--- src/rtl/core/cbz_pkg.sv ---
// Package for the cubic Bezier evaluator: widths, constants and stage types.
// Used by every module in rtl/core; has no dependencies of its own.
package cbz_pkg;

	localparam int TW    = 17;          // curve parameter, unsigned Q1.16
	localparam int PW    = 24;          // coordinate, signed Q15.8
	localparam int P3W   = PW + 2;      // control value after scaling by three
	localparam int SQW   = 2 * TW - 1;  // t^2 and u^2, at most 2^32
	localparam int FRAC  = 48;          // fraction bits of the weights
	localparam int WW    = FRAC + 1;    // weights, at most 2^48
	localparam int WLW   = 25;          // low slice of a weight
	localparam int WHW   = WW - WLW;    // high slice of a weight
	localparam int PRW   = WLW + 1 + P3W + 1;
	localparam int PSW   = PRW + 1;     // sum of two partial products
	localparam int SUMW  = PRW + 2;     // sum of four partial products
	localparam int TOTW  = 80;          // full weighted sum with rounding bias
	localparam int QW    = TOTW - FRAC; // sum after dropping the fraction
	localparam int LANES = 4;

	localparam logic [TW-1:0] ONE_Q16 = TW'(1) << (TW - 1);
	localparam logic [WW+1:0] ONE_Q48 = (WW + 2)'(1) << FRAC;
	localparam logic signed [TOTW-1:0] RND_BIAS = TOTW'(1) << (FRAC - 1);
	localparam logic signed [QW-1:0] Q_MAX = QW'((1 << (PW - 1)) - 1);
	localparam logic signed [QW-1:0] Q_MIN = -QW'(1 << (PW - 1));
	localparam logic [PW-1:0] COORD_MAX = {1'b0, {(PW - 1){1'b1}}};
	localparam logic [PW-1:0] COORD_MIN = {1'b1, {(PW - 1){1'b0}}};

	typedef struct packed {
		logic [TW-1:0]              t;
		logic [TW-1:0]              u;
		logic [SQW-1:0]             t2;
		logic [SQW-1:0]             u2;
		logic [LANES-1:0][P3W-1:0]  p;
	} sq_t;

	typedef struct packed {
		logic [LANES-1:0][WW-1:0]   w;
		logic [LANES-1:0][P3W-1:0]  p;
	} wt_t;

	typedef struct packed {
		logic [SUMW-1:0] hs;
		logic [SUMW-1:0] ls;
	} sum_t;

endpackage

--- src/rtl/core/cbz_round.sv ---
// Output stages: joins the two partial sums, rounds to nearest and saturates.
// Depends on cbz_pkg.
module cbz_round (
	input  logic                   clk,
	input  logic                   arst_n,
	input  logic                   en,
	input  logic                   valid_s5,
	input  cbz_pkg::sum_t          sum_s5,
	output logic                   valid_s7,
	output logic [cbz_pkg::PW-1:0] coord_s7
);

	logic signed [cbz_pkg::TOTW-1:0] total_c;
	logic signed [cbz_pkg::TOTW-1:0] total_s6;
	logic                            valid_s6;
	logic signed [cbz_pkg::QW-1:0]   q_c;
	logic [cbz_pkg::PW-1:0]          coord_c;

	always_comb begin
		total_c = (cbz_pkg::TOTW'($signed(sum_s5.hs)) <<< cbz_pkg::WLW)
			+ cbz_pkg::TOTW'($signed(sum_s5.ls)) + cbz_pkg::RND_BIAS;
	end

	always_comb begin
		q_c = total_s6[cbz_pkg::TOTW-1:cbz_pkg::FRAC];
		if (q_c > cbz_pkg::Q_MAX) begin
			coord_c = cbz_pkg::COORD_MAX;
		end else if (q_c < cbz_pkg::Q_MIN) begin
			coord_c = cbz_pkg::COORD_MIN;
		end else begin
			coord_c = q_c[cbz_pkg::PW-1:0];
		end
	end

	always_ff @(posedge clk or negedge arst_n) begin
		if (!arst_n) begin
			valid_s6 <= 1'b0;
			valid_s7 <= 1'b0;
		end else if (en) begin
			valid_s6 <= valid_s5;
			valid_s7 <= valid_s6;
		end
	end

	always_ff @(posedge clk) begin
		if (en) begin
			total_s6 <= total_c;
			coord_s7 <= coord_c;
		end
	end

	// Weights are a partition of unity, so the rounded sum stays in range.
	a_in_range: assert property (@(posedge clk) disable iff (!arst_n)
		valid_s6 |-> (q_c <= cbz_pkg::Q_MAX) && (q_c >= cbz_pkg::Q_MIN))
		else $error("weighted sum left the coordinate range");

endmodule

--- config.mk ---
export PLATFORM = sky130hd
export DESIGN_NAME = cbz_round
export DESIGN_NICKNAME = d
export VERILOG_FILES = /design/src/rtl/core/cbz_pkg.sv /design/src/rtl/core/cbz_round.sv
export SDC_FILE = /design/constraint.sdc
export NUM_CORES = 1
export LEC_CHECK = 0
export BUFFER_PORTS_ARGS = -buffer_cell sky130_fd_sc_hd__buf_2
export CORE_MARGIN = 5
export CORE_UTILIZATION = 30
export CTS_BUF_LIST = sky130_fd_sc_hd__clkbuf_8
export CTS_CLUSTER_SIZE = 30
export DETAILED_ROUTE_END_ITERATION = 16
export PLACE_DENSITY = 0.55
export SETUP_SLACK_MARGIN = 0.15
export SYNTH_ARGS = -nofsm -noshare
export SYNTH_HDL_FRONTEND = slang
export SYNTH_SLANG_ARGS = --single-unit
--- constraint.sdc ---
create_clock -name clk -period 1.5 [get_ports clk]
set_input_delay 0.15 -clock clk [delete_from_list [all_inputs] [get_ports clk]]
set_output_delay 0.15 -clock clk [all_outputs]
set_load 0.01 [all_outputs]
-- Word level (Yosys, flattened, before mapping)
Cells that the tools add are included.
- latch bits: 0
- output and inout bits: 25
- memory bits (read-only): 0
- register bits after elaboration: 106
- logic and storage cells: 9
- memory bits (writable): 0
- input port bits: 114
- memories: 0
- mux-type cells: 1
- bitwise gates (word level): 0
- add/sub/neg operators: 2
- multiply operators: 0
- equal/unequal tests: 0
- $lt $le $gt $ge: 2
- reduce and logical (&&, ||, !) cells: 0
- shifts and indexed selects: 0
- divide/modulo/power cells: 0
- operator list (kind ; count):
    adder 80 x 49 -> 80 bit, second input constant ; 1
    adder 80 x 55 -> 80 bit ; 1
    > comparator 32 x 24 -> 1 bit, second input constant ; 1
    less-than comparator 32 x 24 -> 1 bit, second input constant ; 1
    two-way mux 24 bit ; 1

-- Depth between registers and ports, before layout
Gate-level depths: netlist (run 1).
- word-level depth: 2
- depth in mapped cells: 13

-- Worst setup path after synthesis (run 1)
OpenSTA, ideal clock, no wires.
- path type: input-to-reg
- start point: in sum_s5[51] (netlist name)
- end point: reg total_s6[79] (netlist name), data pin
- arrival: 2.310 ns
- path buffers: 1
- stages on the path: 11
- data required time: 1.237 ns
- slack: -1.073 ns
- cells stage by stage: ha_1 ha_1 buf_2 nand4_1 or3_1 o21a_1 a21oi_2 o311ai_4 o21ai_2 or4_1 nand4_1
- word-level cells in the longest chain between the ends: 2
- ends and longest elaborated chain (element ; RTL line ; RTL):
    start, declared ; cbz_round.sv:8 ; input cbz_pkg::sum_t sum_s5,
    adder 80 x 55 -> 80 bit ; cbz_round.sv:21 ; + cbz_pkg::TOTW'($signed(sum_s5.ls)) + cbz_pkg::RND_BIAS;
    adder 80 x 49 -> 80 bit ; cbz_round.sv:21 ;
    via total_c (one bit) ; cbz_round.sv:13 ; logic signed [cbz_pkg::TOTW-1:0] total_c;
    end signal, assigned ; cbz_round.sv:47 ; total_s6 <= total_c;
    end, declared ; cbz_round.sv:14 ; logic signed [cbz_pkg::TOTW-1:0] total_s6;
The timed path passes the listed nets, and every way through them passes these cells.
A chain may end at the register's enable or synchronous reset.

-- Worst setup path after layout (run 1)
- start point: in sum_s5[27] (netlist name)
- end point: reg total_s6[74] (netlist name), data pin
The elaborated chain is that of the path after synthesis.

==> results.cfg, run 1 <==
[status]
outcome = complete, but fails checks
violations = setup timing

[setup_path]
cell_at_the_slowest_stage_of_the_critical_path = sky130_fd_sc_hd__a221oi_4
crit_arrival_ps = 2410
crit_path_max_fanout = 3
worst-path-buf-inv = 4
critPathCaptureType = flip-flop
timing.critical_path.mode_cell = sky130_fd_sc_hd__buf_4
timing.critical_path.cells = buf_6 -> ha_4 -> ha_4 -> nand4_1 -> buf_4 -> a221oi_4 -> buf_4 -> a211oi_2 -> o21ai_2 -> a21boi_2 -> o211ai_1 -> buf_4 -> a31oi_2 -> xnor2_1
critical-path-top-delay-family = compound AO/OA/AOI/OAI gates
critical_path_class = in2reg
cpPeakStageDelay_ps = 350
timing.critical_path.from_type = input port
timing.critical_path.required_ps = 1570

[yosys]
syn_avg_cell_area_sq_um = 9.87
synth-edff-count = 56
synth_area_sq_um = 5380
cell_count_after_synthesis = 545
yosys_warning_total = 0
synth_top_family_by_area = adder cells
post_synthesis_cell_type_count = 55
async_flop_share_pct = 3.45
yosys_most_used_dff = sky130_fd_sc_hd__edfxtp_1
synth.ff_latch_count = 58
syn_nets = 764
post_synth_mux_area_share_pct = 0.419
yosys.area_share.adder_pct = 24.4
ys_seq_area_share_pct = 32.2
yosys.area_share.xor_xnor_pct = 5.21
synthSimpleGateAreaFrac_pct = 11.3
synth_compound_gate_area_share_pct = 24.2

[min_path]
worstHoldPathType = in2reg

[drt]
via_count_of_the_routed_design = 5308
routed_wl_mm = 16.7
first_pass_iters = 4
initialDrtViolationCount = 148
drt_drc_violations_left = 0
drt.antenna.violating_nets = 0
route.detailed.vias_per_inst = 4.98
routed_wire_length_per_instance_um = 15.7

[sta]
clock.fmax_mhz = 428
rsz0062_at_grt = true
layout_min_cycle_time_ps = 2340
max-slew-margin-rel_pct = 69.1
timing.final.hold_violations = 0
layout_setup_ws_ps = -836
tightest_slew_ps = 459
setup_tns_ps = -22770
maxSlewViolCount = 0
finalCritPeriodShare_pct = 156
clock_skew_ps = 8.42
timing.hold.ws_ps = 65.1
report.final.setup_viol = 32

[pwr]
vdd.ir_drop.worst_uv = 402
power.net_switching_w = 0.00263
leakage_nw = 3.92
intPower_w = 0.00505
pwr-share-comb_pct = 54.9
power_frac_seq_pct = 29.9
powerDensity_nw_per_um2 = 792
clock_power_share_pct = 15.2
switching_share_pct = 34.3

[clock_network]
tritoncts = done
clock-root-buffer = sky130_fd_sc_hd__clkbuf_8
worst_skew_pair.late_latency_ps = 320
cts.sinks = 58
cts.reportedPaths.clkPinSlew_ps = 60
cts_max_path_buffers = 2
cts_buffers = 9
clock_tree.htree_level_count = 3

[placed_design]
dp_hpwl_mm = 13.1
detailed_place.area_sq_um = 8120
io_buffers = 113
gp_routability_congestion = 0.884

[layout]
layout.cells.most_common_list = sky130_fd_sc_hd__buf_4, sky130_fd_sc_hd__buf_2, sky130_fd_sc_hd__ha_4
seq_area_sq_um = 1730
areaGrowthSynthToFinish_pct = 80.3
final_cell_area_sq_um = 9700
nets = 1050
num-fill-cells = 1580
mostFrequentLayoutCell = sky130_fd_sc_hd__buf_4
layout-drive-gt1-share_pct = 61.7
multi_input_area_sq_um = 5340

[floorplanning]
core_area_sq_um = 17800
chipWidth_um = 144
boundaryPins = 139
fp.dieH_um = 144
fp-row-count = 49
floorplan.die_area_sq_um = 20700
initial_core_util_pct = 30.2

[global_routing]
initial_antenna_violation_count = 2
first_pass_grt_wire_length_mm = 27.2
grt_max_degree = 33
grt_usage_pct = 16.1
first_global_vias = 5596
globalRouteOverflowTotal = 0

[run]
drv_cap = 0
power by group through the flow:
stage	combinational, W	clock [W]	sequential [W]
after floorplan	0.00199	0	0.00235
after global placement	0.00331	0	0.00231
after detailed placement	0.00333	0	0.00231
after CTS	0.00395	0.00122	0.00229
after global routing	0.00458	0.00131	0.00232
final	0.00422	0.00117	0.00230
cells by family after synthesis:
| group | after synthesis |
|---|---|
| fa+ha+maj | 105 |
| flops | 58 |
| mux | 2 |
| buf+inv | 30 |
| xor+xnor | 32 |
| simple gates | 125 |
| compound gates | 193 |
routing by layer:
layer	part of all wire (%)	up-vias	GRT usage (%)
met5	0.13	-	0
met4	1.5	4	4.21
met3	4.6	22	2.60
met2	48	108	27.1
met1	46	2489	21.6
li1	-	2685	-
cells in the mapped netlist, types with 4 or more instances:
master | n | area share, %
sky130_fd_sc_hd__a21oi_1 | 59 | 5.5
sky130_fd_sc_hd__xnor2_1 | 22 | 3.6
sky130_fd_sc_hd__nor3_1 | 9 | 0.84
sky130_fd_sc_hd__a211oi_1 | 5 | 0.70
sky130_fd_sc_hd__ha_1 | 105 | 24
sky130_fd_sc_hd__edfxtp_1 | 56 | 31
sky130_fd_sc_hd__o211ai_1 | 6 | 0.84
sky130_fd_sc_hd__a21o_1 | 19 | 2.7
sky130_fd_sc_hd__nand4_1 | 21 | 2.4
sky130_fd_sc_hd__nand2_1 | 46 | 3.2
sky130_fd_sc_hd__nand3_1 | 10 | 0.93
sky130_fd_sc_hd__nor2_1 | 18 | 1.3
sky130_fd_sc_hd__o21a_1 | 29 | 4.0
sky130_fd_sc_hd__clkbuf_1 | 13 | 0.91
sky130_fd_sc_hd__a31oi_1 | 7 | 0.81
sky130_fd_sc_hd__o21ai_0 | 21 | 2.0
sky130_fd_sc_hd__o21bai_1 | 9 | 1.3
sky130_fd_sc_hd__o21ai_1 | 7 | 0.65
sky130_fd_sc_hd__nor2b_1 | 4 | 0.47
sky130_fd_sc_hd__inv_1 | 13 | 0.91
sky130_fd_sc_hd__xor2_1 | 10 | 1.6
worst paths after layout:
check                                             endpoint                   start  slack [ps]  cells past startpoint
worst max-delay path                total_s6[74]$_DFFE_PP_              sum_s5[27]        -840                     14
worst min-delay path                  valid_s6$_DFFE_PN0P_                valid_s5          70                      2
worst max register to register  coord_s7[17]$_SDFFCE_PN1P_  total_s6[73]$_DFFE_PP_          60                      4
worst min register to register        valid_s6$_DFFE_PN0P_    valid_s6$_DFFE_PN0P_         510                      1
max in group asynchronous             valid_s7$_DFFE_PN0P_                  arst_n        1260                      2
min in group asynchronous             valid_s6$_DFFE_PN0P_                  arst_n         140                      2
worst register-to-register path, cell delays in order, from the launching register on:
cell and delay (ps):
sky130_fd_sc_hd__edfxtp_1 410, sky130_fd_sc_hd__nor4_2 330, sky130_fd_sc_hd__a21oi_2 110, sky130_fd_sc_hd__buf_12 160, sky130_fd_sc_hd__o21a_1 180
repair_timing:
item                       4_1_cts  5_1_grt
hold endpoints to repair         2        0
buffers inserted                28       13
gates cloned                     1        0
setup endpoints to repair       55       55
hold buffers                     1        0
resized for setup              132       46
pin swaps                       78       45
stage by stage:
stage / total power [W] / setup slack, ps / instances / utilization (%)
global placement: 0.00561 / -1340 / 1006 / 45.6
floorplan: 0.00434 / -888 / 545 / -
CTS: 0.00745 / -788 / 1052 / 52.6
finish: 0.00768 / -836 / 1066 / 54.5
global route: 0.00822 / -970 / 1065 / 54.5
detailed placement: 0.00564 / -1350 / 1006 / 45.6
flip-flops by register name (all words and copies together), names as in the netlist:
signal and cells:
coord_s7 24, total_s6 32, valid_s6 1, valid_s7 1
cell type report:
cell class / instances / area share [%]
flip-flops and latches: 58 / 17.9
inverters: 13 / 0.555
repair buffers: 292 / 21.9
clock buffers: 10 / 1.42
multi-input cells: 457 / 55.0
well taps: 229 / 2.95
diodes: 1 / 0.0258
clock inverters: 6 / 0.297
Power figures use the tool's default switching activity.
==> inputs of run 2 (changes only) <==
--- a/config.mk
+++ b/config.mk
@@ -12,7 +12,7 @@
 export CTS_CLUSTER_SIZE = 30
 export DETAILED_ROUTE_END_ITERATION = 16
 export PLACE_DENSITY = 0.55
-export SETUP_SLACK_MARGIN = 0.15
+export SETUP_SLACK_MARGIN = 0.1
 export SYNTH_ARGS = -nofsm -noshare
 export SYNTH_HDL_FRONTEND = slang
 export SYNTH_SLANG_ARGS = --single-unit
==> run 2 against run 1 <==
  * The run still ends with setup timing left
  * Non-clock buffer count fell by 3
  * Sequential cell count unchanged
  * Power rose by 2.5%
  * Clock skew is essentially flat
  * Critical path depth down 1
  * Combinational power down 2%
  * Clock power is 23% higher
==> results.cfg, run 2 (synthesis results as in run 1) <==
[drt]
initialDrtViolationCount = 140
drt.antenna.violating_nets = 0
drt_drc_violations_left = 0
routed_wl_mm = 16.5
routed_wire_length_per_instance_um = 15.6
first_pass_iters = 4
via_count_of_the_routed_design = 5297
route.detailed.vias_per_inst = 4.99

[floorplanning]
fp.dieH_um = 144
boundaryPins = 139
chipWidth_um = 144
fp-row-count = 49
core_area_sq_um = 17800
initial_core_util_pct = 30.2
floorplan.die_area_sq_um = 20700

[sta]
finalCritPeriodShare_pct = 159
setup_tns_ps = -20770
tightest_slew_ps = 412
rsz0062_at_grt = true
maxSlewViolCount = 0
timing.hold.ws_ps = 46.1
clock_skew_ps = 8.52
layout_setup_ws_ps = -883
max-slew-margin-rel_pct = 72.5
clock.fmax_mhz = 420
timing.final.hold_violations = 0
report.final.setup_viol = 32
layout_min_cycle_time_ps = 2380

[placed_design]
dp_hpwl_mm = 13.3
gp_routability_congestion = 0.879
io_buffers = 113

[setup_path]
critPathCaptureType = flip-flop
timing.critical_path.required_ps = 1690
cpPeakStageDelay_ps = 400
critical_path_class = in2reg
cell_at_the_slowest_stage_of_the_critical_path = sky130_fd_sc_hd__or4_1
timing.critical_path.cells = buf_12 -> buf_12 -> ha_4 -> ha_4 -> buf_4 -> o21ai_1 -> o21bai_1 -> a21oi_2 -> o211ai_2 -> o311ai_4 -> o21ai_2 -> or4_1 -> nand4_1
crit_path_max_fanout = 8
crit_arrival_ps = 2570
timing.critical_path.from_type = input port

[clock_network]
cts.reportedPaths.clkPinSlew_ps = 70
clock-root-buffer = sky130_fd_sc_hd__clkbuf_8
clock_tree.htree_level_count = 3
tritoncts = done
cts_max_path_buffers = 2
worst_skew_pair.late_latency_ps = 330
cts.sinks = 58
cts_buffers = 9

[layout]
diodes = 0
layout-drive-gt1-share_pct = 60.7
nets = 1047
mostFrequentLayoutCell = sky130_fd_sc_hd__buf_4
reg.largest.list = total_s6 x32, coord_s7 x24
largest_register_by_flop_count = total_s6
areaGrowthSynthToFinish_pct = 79.1
layout.cells.most_common_list = sky130_fd_sc_hd__buf_4, sky130_fd_sc_hd__buf_2, sky130_fd_sc_hd__ha_4
largest_reg_flops = 32

[status]
violations = setup timing
outcome = complete, but fails checks

[min_path]
worstHoldPathType = in2reg

[global_routing]
initial_antenna_violation_count = 1
grt_max_degree = 29
first_pass_grt_wire_length_mm = 26.1
grt_usage_pct = 15.6
globalRouteOverflowTotal = 0
first_global_vias = 5459

[pwr]
powerDensity_nw_per_um2 = 817
leakage_nw = 3.91
vdd.ir_drop.worst_uv = 498

[run]
drv_cap = 0
## run 2: cell count changes in the layout (fill, tap and decap cells not counted), moves of 3 or more
| cell | before | now |
|---|---|---|
| sky130_fd_sc_hd__buf_4 | 156 | 153 |
| sky130_fd_sc_hd__ha_1 | 20 | 25 |
| sky130_fd_sc_hd__ha_4 | 82 | 78 |
| sky130_fd_sc_hd__nor3_2 | 1 | 4 |
| sky130_fd_sc_hd__o21ai_0 | 10 | 7 |
| sky130_fd_sc_hd__o21ai_1 | 6 | 10 |
## run 2: through the flow
step                util (%)  power, W  setup WS, ps  cell area (sq um)  instances
floorplan                  -   0.00433          -888               6340        545
global placement        46.2   0.00566         -1280               8220       1020
detailed placement      46.2   0.00570         -1340               8220       1020
CTS                     51.5   0.00760          -813               9150       1052
global route            54.2   0.00839          -984               9630       1061
finish                  54.2   0.00787          -883               9630       1061
## run 2: report_power, final
part	total (W)	internal, W	switching, W	leakage [nW]
registers	0.00230	0.00219	0.000111	0.578
clock network	0.00144	0.000902	0.000542	0.107
logic	0.00413	0.00218	0.00194	3.23
total	0.00787	0.00527	0.00260	3.91
## run 2: routing by layer
metal	GRT usage [%]	vias up	share of wire, %
met1	20.9	2489	46
met5	0	-	0.042
met2	25.9	110	48
li1	-	2674	-
met3	2.76	22	5.1
met4	4.11	2	1.5
## run 2: layout make-up
| type | instances | area [sq um] |
|---|---|---|
| well taps | 229 | 287 |
| fillers | 1596 | 8150 |
| inverters | 13 | 48.8 |
| clock buffers | 9 | 124 |
| flip-flops and latches | 58 | 1730 |
| multi-input cells | 457 | 5270 |
| repair buffers | 289 | 2100 |
| clock inverters | 6 | 75.1 |
## run 2: final timing paths
check,cells past startpoint,start,slack [ps],to
worst max-delay path,13,sum_s5[54],-880,total_s6[79]$_DFFE_PP_
worst min-delay path,2,valid_s5,50,valid_s6$_DFFE_PN0P_
worst max register to register,4,total_s6[75]$_DFFE_PP_,60,coord_s7[15]$_SDFFCE_PN1P_
worst min register to register,1,valid_s7$_DFFE_PN0P_,500,valid_s7$_DFFE_PN0P_
max in group asynchronous,2,arst_n,1290,valid_s7$_DFFE_PN0P_
min in group asynchronous,2,arst_n,120,valid_s6$_DFFE_PN0P_
## run 2: critical path: cells and delay by family
family / cells / cell delay, ps
AO/OA/AOI/OAI: 6 / 1050
adder cells (fa/ha/maj): 2 / 460
buffers and inverters: 3 / 420
AND/OR/NAND/NOR: 2 / 480
## run 2: timing repair
item / in CTS / in global routing
buffers inserted: 18 / 10
pin swaps: 56 / 51
resized for setup: 101 / 69
hold endpoints to repair: 2 / 0
setup endpoints to repair: 52 / 55
hold buffers: 1 / 0
gates cloned: 1 / 0
==> inputs of run 3 (changes only) <==
--- a/config.mk
+++ b/config.mk
@@ -11,6 +11,7 @@
 export CTS_BUF_LIST = sky130_fd_sc_hd__clkbuf_8
 export CTS_CLUSTER_SIZE = 30
 export DETAILED_ROUTE_END_ITERATION = 16
+export MAX_ROUTING_LAYER = met4
 export PLACE_DENSITY = 0.55
 export SETUP_SLACK_MARGIN = 0.1
 export SYNTH_ARGS = -nofsm -noshare
==> run 3 against run 2 <==
  * The run still ends with setup timing left
  * Maximum frequency rose by 2.9%
  * Via count rose by 1.0%
  * Cell count rose by 2.2%
  * Non-clock buffer count rose by 23
  * First-iteration DRC count rose by 56%
  * Sequential share of layout area fell by 0.77 points
  * Combinational power rose by 6.5%
  * Largest cell class unchanged
==> results.cfg, run 3 (synthesis results as in run 1) <==
[sta]
tightest_slew_ps = 500
finalCritPeriodShare_pct = 154
setup_tns_ps = -21040
layout_min_cycle_time_ps = 2320
clock_skew_ps = 8.16
timing.hold.ws_ps = 63.2
report.final.setup_viol = 32
rsz0062_at_grt = true
max-slew-margin-rel_pct = 66.7
timing.final.hold_violations = 0
layout_setup_ws_ps = -816
maxSlewViolCount = 0
clock.fmax_mhz = 432

[floorplanning]
initial_core_util_pct = 30.2
chipWidth_um = 144
fp.dieH_um = 144
fp-row-count = 49
core_area_sq_um = 17800
floorplan.die_area_sq_um = 20700
boundaryPins = 139

[global_routing]
grt_usage_pct = 16.7
initial_antenna_violation_count = 0
first_pass_grt_wire_length_mm = 27.2
first_global_vias = 5608
globalRouteOverflowTotal = 0
grt_max_degree = 24

[setup_path]
cell_at_the_slowest_stage_of_the_critical_path = sky130_fd_sc_hd__or4_1
r2r_setup_slack_ps = 50
startpoint = sum_s5[54]
rr_endpoint = coord_s7[1]$_SDFFCE_PN1P_
worst_setup_path_endpoint = total_s6[79]$_DFFE_PP_
timing.critical_path.from_type = input port
timing.critical_path.required_ps = 1690
r2r-start = total_s6[78]$_DFFE_PP_
critPathCaptureType = flip-flop
crit_path_max_fanout = 8
crit_arrival_ps = 2510
cpPeakStageDelay_ps = 400
critical_path_class = in2reg
ff_to_ff_path_depth = 4
timing.critical_path.cells = buf_12 -> buf_12 -> ha_4 -> ha_4 -> a211oi_1 -> o21bai_2 -> a21oi_2 -> o211ai_2 -> o311ai_4 -> o21ai_2 -> or4_1 -> nand4_1

[clock_network]
cts_max_path_buffers = 2
worst_skew_pair.late_latency_ps = 330
tritoncts = done
clock_tree.htree_level_count = 3
cts_buffers = 9
cts.reportedPaths.clkPinSlew_ps = 60
cts.sinks = 58
clock-root-buffer = sky130_fd_sc_hd__clkbuf_8

[status]
outcome = complete, but fails checks
violations = setup timing

[drt]
initialDrtViolationCount = 219
first_pass_iters = 6
drt_drc_violations_left = 0
routed_wire_length_per_instance_um = 15.4
route.detailed.vias_per_inst = 4.94
met3WireLength_um = 695
via_count_of_the_routed_design = 5352
wl_met2_mm = 8.08
dr.max_layer_used = met4
drt.antenna.violating_nets = 0
routed_wl_mm = 16.7
m1WireLength_mm = 7.70

[layout]
largest_register_by_flop_count = total_s6
mostFrequentLayoutCell = sky130_fd_sc_hd__buf_4
areaGrowthSynthToFinish_pct = 87.2
seq_area_sq_um = 1730
num-fill-cells = 1480
multi_input_area_sq_um = 5480
diodes = 0
nets = 1070
largest_reg_flops = 32
layout-drive-gt1-share_pct = 65.6
reg.largest.list = total_s6 x32, coord_s7 x24
layout.cells.most_common_list = sky130_fd_sc_hd__buf_4, sky130_fd_sc_hd__buf_2, sky130_fd_sc_hd__ha_4

[placed_design]
io_buffers = 113
gp_routability_congestion = 0.883
dp_hpwl_mm = 13.2

[min_path]
worstHoldPathCells = 2
worstHoldPathType = in2reg

[run]
drv_cap = 0

[pwr]
powerDensity_nw_per_um2 = 812
leakage_nw = 4.05
vdd.ir_drop.worst_uv = 498
-- run 3: final cells by class --
| type | instances | share of cell area [%] |
|---|---|---|
| Timing Repair Buffer | 312 | 22.9 |
| Tap cell | 229 | 2.85 |
| Clock buffer | 9 | 1.23 |
| Multi-Input combinational cell | 457 | 54.5 |
| Clock inverter | 6 | 0.820 |
| Inverter | 13 | 0.535 |
| Sequential cell | 58 | 17.2 |
-- run 3: critical path: cells and delay by family --
kind | cells | cell delay, ps
compound gates | 6 | 1150
simple gates | 2 | 480
fa+ha+maj | 2 | 460
buf+inv | 2 | 250
-- run 3: how the worst min path moves through the flow --
stage                         from                    to  slack, ps
after CTS                 valid_s5  valid_s6$_DFFE_PN0P_         50
after global routing      valid_s5  valid_s6$_DFFE_PN0P_         50
final                     valid_s5  valid_s6$_DFFE_PN0P_         60
after floorplan             arst_n  valid_s6$_DFFE_PN0P_       -150
after global placement      arst_n  valid_s7$_DFFE_PN0P_        -70
after detailed placement    arst_n  valid_s6$_DFFE_PN0P_        -60
-- run 3: metal layers --
metal	vias up	GRT usage, %
met4	0	4.01
met5	-	-
met1	2499	21.6
met2	108	27.7
met3	20	2.33
li1	2725	-
-- run 3: timing repair --
action,4_1_cts,5_1_grt
hold buffers,1,0
resized for setup,159,60
setup endpoints to repair,55,55
buffers inserted,33,23
hold endpoints to repair,2,0
pin swaps,73,56
-- run 3: where the power goes --
group          total [W]  switching (W)  internal [W]
clock network    0.00148       0.000566      0.000915
logic            0.00440        0.00206       0.00234
registers        0.00229       0.000107       0.00219
total            0.00817        0.00273       0.00544
-- run 3: per-stage QoR --
stage	power (W)	util, %	area [sq um]	instances	worst slack [ps]
after floorplan	0.00433	-	6340	545	-888
after global placement	0.00567	46.2	8220	1020	-1380
after detailed placement	0.00570	46.2	8220	1020	-1430
after CTS	0.00790	54.0	9610	1064	-818
after global routing	0.00871	56.6	10100	1084	-929
final	0.00817	56.6	10100	1084	-816
